$ cat src/hdl/min_max_priority_queue_macros.svh
// ----------------------------------------------------------------------------
// Assertion macros for the min/max priority queue
// Concurrent assertion helpers; they compile to nothing when SYNTH is set.
// ----------------------------------------------------------------------------
`ifndef MIN_MAX_PRIORITY_QUEUE_MACROS_SVH
`define MIN_MAX_PRIORITY_QUEUE_MACROS_SVH
`ifndef SYNTH
// same-cycle implication
`define MMPQ_ASSERT_IMP(lbl, clk, rst_n, ante, cons) \
	lbl: assert property (@(posedge clk) disable iff (!rst_n) (ante) |-> (cons)) \
		else $error("mmpq: assertion failed");
// next-cycle implication
`define MMPQ_ASSERT_NXT(lbl, clk, rst_n, ante, cons) \
	lbl: assert property (@(posedge clk) disable iff (!rst_n) (ante) |=> (cons)) \
		else $error("mmpq: assertion failed");
`else
`define MMPQ_ASSERT_IMP(lbl, clk, rst_n, ante, cons)
`define MMPQ_ASSERT_NXT(lbl, clk, rst_n, ante, cons)
`endif
`endif

$ cat src/hdl/mmpq_pkg.sv
// ----------------------------------------------------------------------------
// mmpq_pkg
// Types, codes and constants shared by the min/max priority queue.
// ----------------------------------------------------------------------------
`default_nettype none

package mmpq_pkg;

	localparam int unsigned CAPACITY_DEF = 64;
	localparam int unsigned VALUE_W      = 31;
	localparam int unsigned COUNT_W      = 7;
	localparam int unsigned STATUS_W     = 2;

	typedef logic signed [VALUE_W-1:0] value_t;
	typedef logic [COUNT_W-1:0]        count_t;
	typedef logic [STATUS_W-1:0]       status_t;

	// value limits, also the empty-queue readings
	localparam value_t VAL_TOP    = 31'sd1000000000;
	localparam value_t VAL_BOTTOM = -31'sd1000000000;

	localparam logic OP_INSERT = 1'b0;
	localparam logic OP_REMOVE = 1'b1;

	localparam status_t STAT_OK    = 2'd0;
	localparam status_t STAT_FULL  = 2'd1;
	localparam status_t STAT_EMPTY = 2'd2;

	typedef enum logic [2:0] {
		ST_IDLE,
		ST_EXEC,
		ST_SCAN,
		ST_FIX,
		ST_DONE
	} mmpq_state_t;

	function automatic value_t clamp_value(value_t v);
		value_t r;
		r = v;
		if (v > VAL_TOP) begin
			r = VAL_TOP;
		end else if (v < VAL_BOTTOM) begin
			r = VAL_BOTTOM;
		end
		return r;
	endfunction

endpackage

`default_nettype wire

$ cat src/hdl/mmpq_ifs.sv
// ----------------------------------------------------------------------------
// mmpq channel interfaces
// Command and response channels with a valid/ready handshake.
// ----------------------------------------------------------------------------
`default_nettype none

interface mmpq_cmd_if;
	import mmpq_pkg::*;

	logic   valid;
	logic   ready;
	logic   opcode;
	value_t value;

	modport source (output valid, output opcode, output value, input ready);
	modport sink   (input valid, input opcode, input value, output ready);
endinterface

interface mmpq_rsp_if;
	import mmpq_pkg::*;

	logic    valid;
	logic    ready;
	count_t  count;
	value_t  largest;
	value_t  smallest;
	status_t status;

	modport source (output valid, output count, output largest, output smallest,
		output status, input ready);
	modport sink   (input valid, input count, input largest, input smallest,
		input status, output ready);
endinterface

`default_nettype wire

$ cat src/hdl/mmpq_ram.sv
// ----------------------------------------------------------------------------
// mmpq_ram
// Entry store: one write port, one read port, registered read data.
// ----------------------------------------------------------------------------
`default_nettype none

module mmpq_ram #(
	parameter int unsigned DEPTH = mmpq_pkg::CAPACITY_DEF
) (
	input  logic                     clk,
	input  logic                     we,
	input  logic [$clog2(DEPTH)-1:0] waddr,
	input  mmpq_pkg::value_t         wdata,
	input  logic                     re,
	input  logic [$clog2(DEPTH)-1:0] raddr,
	output mmpq_pkg::value_t         rdata
);
	import mmpq_pkg::*;

	value_t mem [DEPTH];

	always_ff @(posedge clk) begin
		if (we) begin
			mem[waddr] <= wdata;
		end
	end

	always_ff @(posedge clk) begin
		if (re) begin
			rdata <= mem[raddr];
		end
	end

endmodule

`default_nettype wire

$ cat src/hdl/min_max_priority_queue.sv
// ----------------------------------------------------------------------------
// min_max_priority_queue
// Bounded max-priority queue over an unsorted entry RAM; reports count,
// largest and smallest after every command.
// ----------------------------------------------------------------------------
//
//  channel | dir | payload                               | transfer when
//  --------+-----+---------------------------------------+-------------------
//  cmd     | in  | opcode, value                         | valid && ready
//  rsp     | out | count, largest, smallest, status      | valid && ready
//
//  Insert: from cmd transfer, states EXEC and DONE lead to the result register;
//  largest/smallest are updated against the new value.
//  Remove: states EXEC, SCAN, FIX and DONE, or EXEC and DONE on an empty
//  queue; the single read port of the entry RAM is swept once, one entry per
//  cycle, to find the largest copy, the runner-up, the smallest and the last
//  entry. The block returns to idle before the next cmd transfer.
//  Reset clears state, count, read index, valid flags and largest/smallest
//  registers; the RAM needs no clearing pass since only entries below the
//  count are read. A response waits in the output register while rsp stalls;
//  cmd is taken again as soon as the block is back in idle.
//
`default_nettype none
`include "min_max_priority_queue_macros.svh"

module min_max_priority_queue #(
	parameter int unsigned CAPACITY = mmpq_pkg::CAPACITY_DEF
) (
	input  logic      clk,
	input  logic      arst_n,
	mmpq_cmd_if.sink   cmd,
	mmpq_rsp_if.source rsp
);
	import mmpq_pkg::*;

	localparam int unsigned AW = $clog2(CAPACITY);
	localparam int unsigned CW = $clog2(CAPACITY + 1);
	localparam logic [CW-1:0] CAP_CNT = CW'(CAPACITY);
	localparam logic [CW-1:0] ONE_CNT = CW'(1);

	// control
	mmpq_state_t   state_q, state_d;
	logic [CW-1:0] count_q;
	logic [CW-1:0] rd_idx_q;
	logic          rd_vld_s1;
	logic [AW-1:0] rd_at_s1;
	logic          out_vld_q;

	// command and running extremes
	logic    op_q;
	value_t  val_q;
	value_t  hi_q, lo_q;
	status_t stat_q;

	// sweep accumulators
	value_t        best_q, second_q, min_q, last_q;
	logic [AW-1:0] best_at_q;
	logic [AW-1:0] last_at;

	// RAM ports
	logic          ram_we, ram_re;
	logic [AW-1:0] ram_waddr;
	value_t        ram_wdata;
	value_t        rd_data_s1;

	// result register
	count_t  out_cnt_q;
	value_t  out_hi_q, out_lo_q;
	status_t out_stat_q;

	logic cmd_xfer, out_load;

	assign cmd_xfer = cmd.valid && cmd.ready;
	assign out_load = (state_q == ST_DONE) && (!out_vld_q || rsp.ready);
	assign last_at  = AW'(count_q - ONE_CNT);

	mmpq_ram #(.DEPTH(CAPACITY)) u_ram (
		.clk   (clk),
		.we    (ram_we),
		.waddr (ram_waddr),
		.wdata (ram_wdata),
		.re    (ram_re),
		.raddr (rd_idx_q[AW-1:0]),
		.rdata (rd_data_s1)
	);

	// next state and RAM control
	always_comb begin
		state_d   = state_q;
		cmd.ready = (state_q == ST_IDLE);
		ram_we    = 1'b0;
		ram_re    = 1'b0;
		ram_waddr = count_q[AW-1:0];
		ram_wdata = val_q;
		unique case (state_q)
			ST_IDLE: begin
				if (cmd.valid) begin
					state_d = ST_EXEC;
				end
			end
			ST_EXEC: begin
				if (op_q == OP_INSERT) begin
					// append at the tail unless full
					ram_we  = (count_q != CAP_CNT);
					state_d = ST_DONE;
				end else if (count_q == '0) begin
					state_d = ST_DONE;
				end else begin
					state_d = ST_SCAN;
				end
			end
			ST_SCAN: begin
				ram_re = (rd_idx_q < count_q);
				if (!ram_re && !rd_vld_s1) begin
					state_d = ST_FIX;
				end
			end
			ST_FIX: begin
				// last entry fills the slot of the removed largest copy
				ram_we    = 1'b1;
				ram_waddr = best_at_q;
				ram_wdata = last_q;
				state_d   = ST_DONE;
			end
			ST_DONE: begin
				if (!out_vld_q || rsp.ready) begin
					state_d = ST_IDLE;
				end
			end
			default: begin
				state_d = ST_IDLE;
			end
		endcase
	end

	always_ff @(posedge clk or negedge arst_n) begin
		if (!arst_n) begin
			state_q <= ST_IDLE;
		end else begin
			state_q <= state_d;
		end
	end

	// count, extremes, sweep control, result valid
	always_ff @(posedge clk or negedge arst_n) begin
		if (!arst_n) begin
			count_q   <= '0;
			hi_q      <= VAL_BOTTOM;
			lo_q      <= VAL_TOP;
			rd_idx_q  <= '0;
			rd_vld_s1 <= 1'b0;
			out_vld_q <= 1'b0;
		end else begin
			rd_vld_s1 <= ram_re;
			if (ram_re) begin
				rd_idx_q <= rd_idx_q + ONE_CNT;
			end
			if (state_q == ST_EXEC) begin
				rd_idx_q <= '0;
				if (op_q == OP_INSERT && count_q != CAP_CNT) begin
					count_q <= count_q + ONE_CNT;
					if (val_q > hi_q) begin
						hi_q <= val_q;
					end
					if (val_q < lo_q) begin
						lo_q <= val_q;
					end
				end
			end
			if (state_q == ST_FIX) begin
				count_q <= count_q - ONE_CNT;
				hi_q    <= second_q;
				lo_q    <= (count_q == ONE_CNT) ? VAL_TOP : min_q;
			end
			if (out_load) begin
				out_vld_q <= 1'b1;
			end else if (rsp.ready) begin
				out_vld_q <= 1'b0;
			end
		end
	end

	// command capture, status, sweep datapath, result register
	always_ff @(posedge clk) begin
		if (cmd_xfer) begin
			op_q  <= cmd.opcode;
			val_q <= clamp_value(cmd.value);
		end
		rd_at_s1 <= rd_idx_q[AW-1:0];
		if (state_q == ST_EXEC) begin
			best_q   <= VAL_BOTTOM;
			second_q <= VAL_BOTTOM;
			min_q    <= VAL_TOP;
			if (op_q == OP_INSERT) begin
				stat_q <= (count_q == CAP_CNT) ? STAT_FULL : STAT_OK;
			end else begin
				stat_q <= (count_q == '0) ? STAT_EMPTY : STAT_OK;
			end
		end
		if (state_q == ST_SCAN && rd_vld_s1) begin
			// keep the top two (duplicates count twice) and the minimum
			if (rd_data_s1 >= best_q) begin
				best_q    <= rd_data_s1;
				best_at_q <= rd_at_s1;
				second_q  <= best_q;
			end else if (rd_data_s1 > second_q) begin
				second_q <= rd_data_s1;
			end
			if (rd_data_s1 < min_q) begin
				min_q <= rd_data_s1;
			end
			if (rd_at_s1 == last_at) begin
				last_q <= rd_data_s1;
			end
		end
		if (out_load) begin
			out_cnt_q  <= COUNT_W'(count_q);
			out_hi_q   <= hi_q;
			out_lo_q   <= lo_q;
			out_stat_q <= stat_q;
		end
	end

	assign rsp.valid    = out_vld_q;
	assign rsp.count    = out_cnt_q;
	assign rsp.largest  = out_hi_q;
	assign rsp.smallest = out_lo_q;
	assign rsp.status   = out_stat_q;

	// checks
	`MMPQ_ASSERT_IMP(a_count_bound, clk, arst_n, 1'b1, count_q <= CAP_CNT)
	`MMPQ_ASSERT_NXT(a_xfer_starts, clk, arst_n, cmd_xfer, state_q == ST_EXEC)
	`MMPQ_ASSERT_IMP(a_hi_ge_lo, clk, arst_n, state_q == ST_IDLE && count_q != '0, hi_q >= lo_q)
	`MMPQ_ASSERT_IMP(a_full_count, clk, arst_n, rsp.valid && rsp.status == STAT_FULL, rsp.count == COUNT_W'(CAP_CNT))

endmodule

`default_nettype wire
$ cat src/flat_wrapper.sv
// flat-port wrapper written by rule: the top's interface ports become plain ports
module min_max_priority_queue_flat import mmpq_pkg::*;
#(
	parameter int unsigned CAPACITY = mmpq_pkg::CAPACITY_DEF
)
  (clk, arst_n, cmd_valid, cmd_opcode, cmd_value, cmd_ready, rsp_valid, rsp_count, rsp_largest, rsp_smallest, rsp_status, rsp_ready);
  mmpq_cmd_if cmd_i ();
  mmpq_rsp_if rsp_i ();
  input  logic clk;
  input  logic arst_n;
  input wire logic [$bits(cmd_i.valid)-1:0] cmd_valid;
  input wire logic [$bits(cmd_i.opcode)-1:0] cmd_opcode;
  input wire logic [$bits(cmd_i.value)-1:0] cmd_value;
  output wire logic [$bits(cmd_i.ready)-1:0] cmd_ready;
  output wire logic [$bits(rsp_i.valid)-1:0] rsp_valid;
  output wire logic [$bits(rsp_i.count)-1:0] rsp_count;
  output wire logic [$bits(rsp_i.largest)-1:0] rsp_largest;
  output wire logic [$bits(rsp_i.smallest)-1:0] rsp_smallest;
  output wire logic [$bits(rsp_i.status)-1:0] rsp_status;
  input wire logic [$bits(rsp_i.ready)-1:0] rsp_ready;
  assign cmd_i.valid = cmd_valid;
  assign cmd_i.opcode = cmd_opcode;
  assign cmd_i.value = cmd_value;
  assign cmd_ready = cmd_i.ready;
  assign rsp_valid = rsp_i.valid;
  assign rsp_count = rsp_i.count;
  assign rsp_largest = rsp_i.largest;
  assign rsp_smallest = rsp_i.smallest;
  assign rsp_status = rsp_i.status;
  assign rsp_i.ready = rsp_ready;
  min_max_priority_queue #(.CAPACITY(CAPACITY)) u_core (.clk(clk), .arst_n(arst_n), .cmd(cmd_i), .rsp(rsp_i));
endmodule
$ cat config.mk
export PLATFORM = sky130hd
export DESIGN_NAME = min_max_priority_queue_flat
export DESIGN_NICKNAME = d
export VERILOG_FILES = /design/src/hdl/mmpq_pkg.sv /design/src/hdl/mmpq_ifs.sv /design/src/hdl/mmpq_ram.sv /design/src/hdl/min_max_priority_queue.sv /design/src/flat_wrapper.sv
export VERILOG_INCLUDE_DIRS = /design/src /design/src/hdl
export SDC_FILE = /design/constraint.sdc
export NUM_CORES = 2
export LEC_CHECK = 0
export BUFFER_PORTS_ARGS = -buffer_cell sky130_fd_sc_hd__buf_2
export CELL_PAD_IN_SITES_DETAIL_PLACEMENT = 1
export CELL_PAD_IN_SITES_GLOBAL_PLACEMENT = 1
export CORE_MARGIN = 3
export CORE_UTILIZATION = 50
export DETAILED_ROUTE_END_ITERATION = 16
export PLACE_DENSITY = 0.78
export REMOVE_ABC_BUFFERS = 1
export SYNTH_ARGS = -nofsm -noshare
export SYNTH_HDL_FRONTEND = slang
export SYNTH_SLANG_ARGS = --single-unit
$ cat constraint.sdc
create_clock -name clk -period 4.7 [get_ports clk]
set_clock_uncertainty 0.1 [all_clocks]
set_input_delay 0.47 -clock clk [delete_from_list [all_inputs] [get_ports clk]]
set_output_delay 0.47 -clock clk [all_outputs]
set_load 0.05 [all_outputs]
==> reports/results.txt <==
The run finished with clean final reports. The count of cells in the finished layout, fillers not included, comes to 7535. The number of different library cells used by synthesis comes to 64. After clock tree synthesis, the setup repair step added 0 buffers. Of the total power, the share spent switching nets is 29.7%.

For the pin count of the biggest net entering global routing, the log shows 98. The clock latency of the later-clocked register in the worst-skew pair is 900 ps, and the total global routing overflow is 0. Setup repair after global routing left no endpoint under its margin. The synthesis-stage register bit count came out at 2337. The multi-input combinational cells in the finished layout cover a total of 0.0231 mm².

Clock tree synthesis inserted a total of 224 buffers. The number of gates resized after CTS came out at 0. The synthesized design contains 2157 enable-type register cells. Tightest hold margin: 77.4 ps. The tools report the final worst-path setup slack as 462 ps. The critical path data required time was 5230 ps.

The critical path in this run is classified as reg2reg. For this run, the leading register cell type out of synthesis is edfxtp_1. Timing would allow up to 0.236 GHz.

For the finished layout, the period the worst path requires is 4240 ps. The net load switching power came out at 16.8 mW. The run gives 39.7 mW as the internal power of the cells.

Timing analysis after detailed placement gives a worst setup slack of 649 ps. The count of fill cells added during filler insertion is 15700. The die width is 437 µm, and the iteration-0 DRC count of the detailed router is 6192. The longest clock path from root to sink contains 3 buffers. For this run, the detailed router's first-pass iteration total came to 6.

The tree is rooted in a clkbuf_16. For this run, design rule violations remaining after detail routing come to 0. The class of the worst hold path was in2reg. The post-synthesis sequential area ratio was 74.0%; the post-synthesis area per instance was 20.4 µm².

The completed layout was analyzed and its total power is 56.5 mW. Dividing the final minimum period by the clock period gives 90.2%. For this run, the total global-route usage over all layers was measured as 25.9%. In this run, the clock network consumes 30.9% of the power.

The die covers 0.191 mm². For this run, the number of Yosys warnings is 0. The logs give 4569 for the gate count of the mapped netlist and 21.8% for the combinational cell fraction of total power. For this block, the routed nets add up to 245 mm of wire.

The tools report the number of antenna violations at the first check in global routing as 15. The nature of the critical path startpoint was a flop. At the pin with the least slew margin, the transition time is 1340 ps. For this configuration, the core starts out at a cell density of 50.5%. The wire length of the first global-routing pass came out at 362 mm. The kind of end point of the critical path is a flop. The logs give 0 for the final count of negative-setup-slack endpoints and 109 for the number of top-level pins.

For this block, the via count after detailed routing is 47700. Of the total power, registers draw 47.3%. The placed instance count was 7078; the share of the core filled with cells was 57.3%.

Measured along the y axis, the die boundary spans 437 µm. The run gives 0 as the total count of max-transition violations in the final report. The post-route setup TNS came out at 0 ps. After clock tree synthesis, the clock-pin slew on the worst setup and hold paths is 60 ps. From synthesis to final layout, the design area changed by 13.4%. After legalization and detailed placement, the total HPWL measured 144 mm. The run gives 5075 as the post-layout net count. Data on the critical path arrives at its endpoint at 4770 ps. The total number of clock tree sinks was 2337; the max-cap check violation count was 0. The clock tree synthesis step divided the H-tree into 4 levels. For this design the ratio of total power to cell area is 536 mW/mm². In the routed layout, each cell is associated on average with a via count of 6.32. Once layout is done, the placed cells without fillers occupy 0.105 mm².

The logs give 0.0979 mm² for the placed cell area and 10.4% for the worst-case headroom to the max-slew limit. For the final hold violation count, the log shows 0. The analysis attributes to cell leakage a power of 33.6 nW. TritonCTS built the clock tree.

The post-route netlist has 27.2% of its cells at a drive strength greater than 1. Of all nets on the critical path, the largest fanout is 10. VDD sags by at most 446 µV. The sequential cells in the finished layout cover a total of 0.0688 mm². The number of global-route vias before repair came out at 50200. After floorplanning, the core was divided into 157 placement rows.

In this run the cell area of the synthesized design comes to 0.0930 mm². Counting flops with an async set or reset pin after synthesis yields a share of 3.47%. In this run the remaining antenna-violating nets after routing total 0.

The count of input and output buffers was 108; the routed length per placed instance was 32.4 µm. The total area inside the core boundary comes to 0.184 mm². The run gives 0.856 as the placer's final routability congestion estimate.
-- cell families (layout without fill, tap and decap cells) --
kind of cell / count (synthesis) / after routing / share of synthesized area, %
compound gates: 323 / 323 / 2.26
mux: 759 / 759 / 17.0
simple gates: 553 / 553 / 2.57
xor+xnor: 16 / 16 / 0.151
other cells: 0 / 3 / 0
buf+inv: 416 / 915 / 1.83
flops: 2337 / 2337 / 74.0
fa+ha+maj: 165 / 165 / 2.22
-- placed cells by master (no fill, tap or decap), types with 21 or more instances in the layout --
cell / count
nand3_1: 25
o21ai_0: 68
buf_4: 119
clkinv_2: 40
ha_1: 165
nand2_2: 26
clkbuf_1: 55
a221oi_1: 21
clkbuf_16: 226
buf_2: 107
mux2i_1: 92
dfstp_2: 23
inv_1: 198
edfxtp_1: 2157
nor3_1: 25
a21oi_1: 78
dlygate4sd3_1: 33
dfxtp_1: 99
a21o_1: 23
nor2_4: 65
nand2_1: 208
mux4_2: 651
clkinv_1: 54
buf_12: 37
dfrtp_1: 52
nor2_1: 105
nand4_1: 29
o31ai_1: 26
-- power by group through the flow --
| stage | clock network [mW] | logic, mW | registers (mW) |
|---|---|---|---|
| 2_1_floorplan | 0 | 7.89 | 27.7 |
| 3_3_place_gp | 0 | 11.6 | 27.1 |
| 3_5_place_dp | 0 | 12.1 | 27.1 |
| 4_1_cts | 17.8 | 12.4 | 26.7 |
| 5_1_grt | 18.6 | 13.3 | 26.9 |
| 6_report | 17.5 | 12.3 | 26.7 |
-- registers in the layout, summed over array words and instances, names as in the netlist, 3 cells and up --
name,flops
u_core.u_ram.mem,1984
u_core.lo_q,31
u_core.min_q,31
u_core.state_q,3
u_core.rd_at_s1,6
u_core.second_q,31
u_core.u_ram.rdata,31
u_core.rsp.largest,31
u_core.best_at_q,6
u_core.count_q,7
u_core.rsp.smallest,31
u_core.last_q,31
u_core.best_q,31
u_core.hi_q,31
u_core.rd_idx_q,7
u_core.val_q,31
u_core.rsp.count,7
-- metal layers --
| layer | GRT usage (%) | routed length (µm) | vias to the layer above |
|---|---|---|---|
| met1 | 35.6 | 94500 | 25300 |
| met5 | 0 | 27 | - |
| met4 | 7.41 | 6740 | 4 |
| met3 | 4.45 | 20000 | 447 |
| li1 | - | - | 19300 |
| met2 | 43.1 | 123000 | 2551 |
-- critical path, cell delays in order (launching register included) --
cell and delay [ps]:
edfxtp_1 530, ha_1 400, nand4_1 210, nor4_1 400, nor3b_1 700, a21oi_1 250
mux2i_4 260, o22ai_1 930, a222oi_1 210
-- final cells by class --
type                            instances  share of cell area (%)
Multi-Input combinational cell       1816                    21.9
Clock buffer                          294                    5.73
Tap cell                             2464                    2.92
Inverter                              199                   0.708
Sequential cell                      2337                    65.3
Timing Repair Buffer                  296                    2.37
Antenna cell                            3                 0.00712
Clock inverter                        126                    1.06
-- Yosys cell counts (25+ instances only) --
cell type / number / area [µm²]
mux4_2: 651 / 14700
buf_2: 43 / 215
o21ai_0: 70 / 350
dfxtp_1: 99 / 1980
nand4_1: 29 / 181
ha_1: 165 / 2060
clkbuf_1: 132 / 495
edfxtp_1: 2157 / 64800
inv_1: 199 / 747
nor2_1: 170 / 638
o31ai_1: 26 / 195
mux2i_1: 93 / 931
nand3_1: 25 / 125
nand2_1: 238 / 893
nor3_1: 26 / 130
a21oi_1: 79 / 395
dfrtp_1: 58 / 1450
-- worst paths after layout --
check                                                  to  cells past startpoint  slack (ps)                             start
min reg2reg                u_core.rsp.status[0]$_DFFE_PP_                      0         330    u_core.stat_q[0]$_SDFFCE_PP0P_
max reg2reg                   u_core.second_q[30]$_DFF_P_                      8         460  u_core.u_ram.rdata[30]$_DFFE_PP_
max in group asynchronous  u_core.rd_idx_q[2]$_DFFE_PN0P_                      3        3390                            arst_n
min                        u_core.val_q[14]$_SDFFCE_PP1P_                      3          80                     cmd_value[14]
min in group asynchronous     u_core.hi_q[20]$_DFFE_PN0P_                      2         100                            arst_n
max                           u_core.second_q[30]$_DFF_P_                      8         460  u_core.u_ram.rdata[30]$_DFFE_PP_
-- what timing repair did --
| action | CTS | global route |
|---|---|---|
| hold buffers | 33 | 0 |
| endpoints found under the hold margin | 83 | 0 |
| endpoints found under the setup margin | 0 | 0 |
No activity file was read; power rests on OpenSTA's default activity.
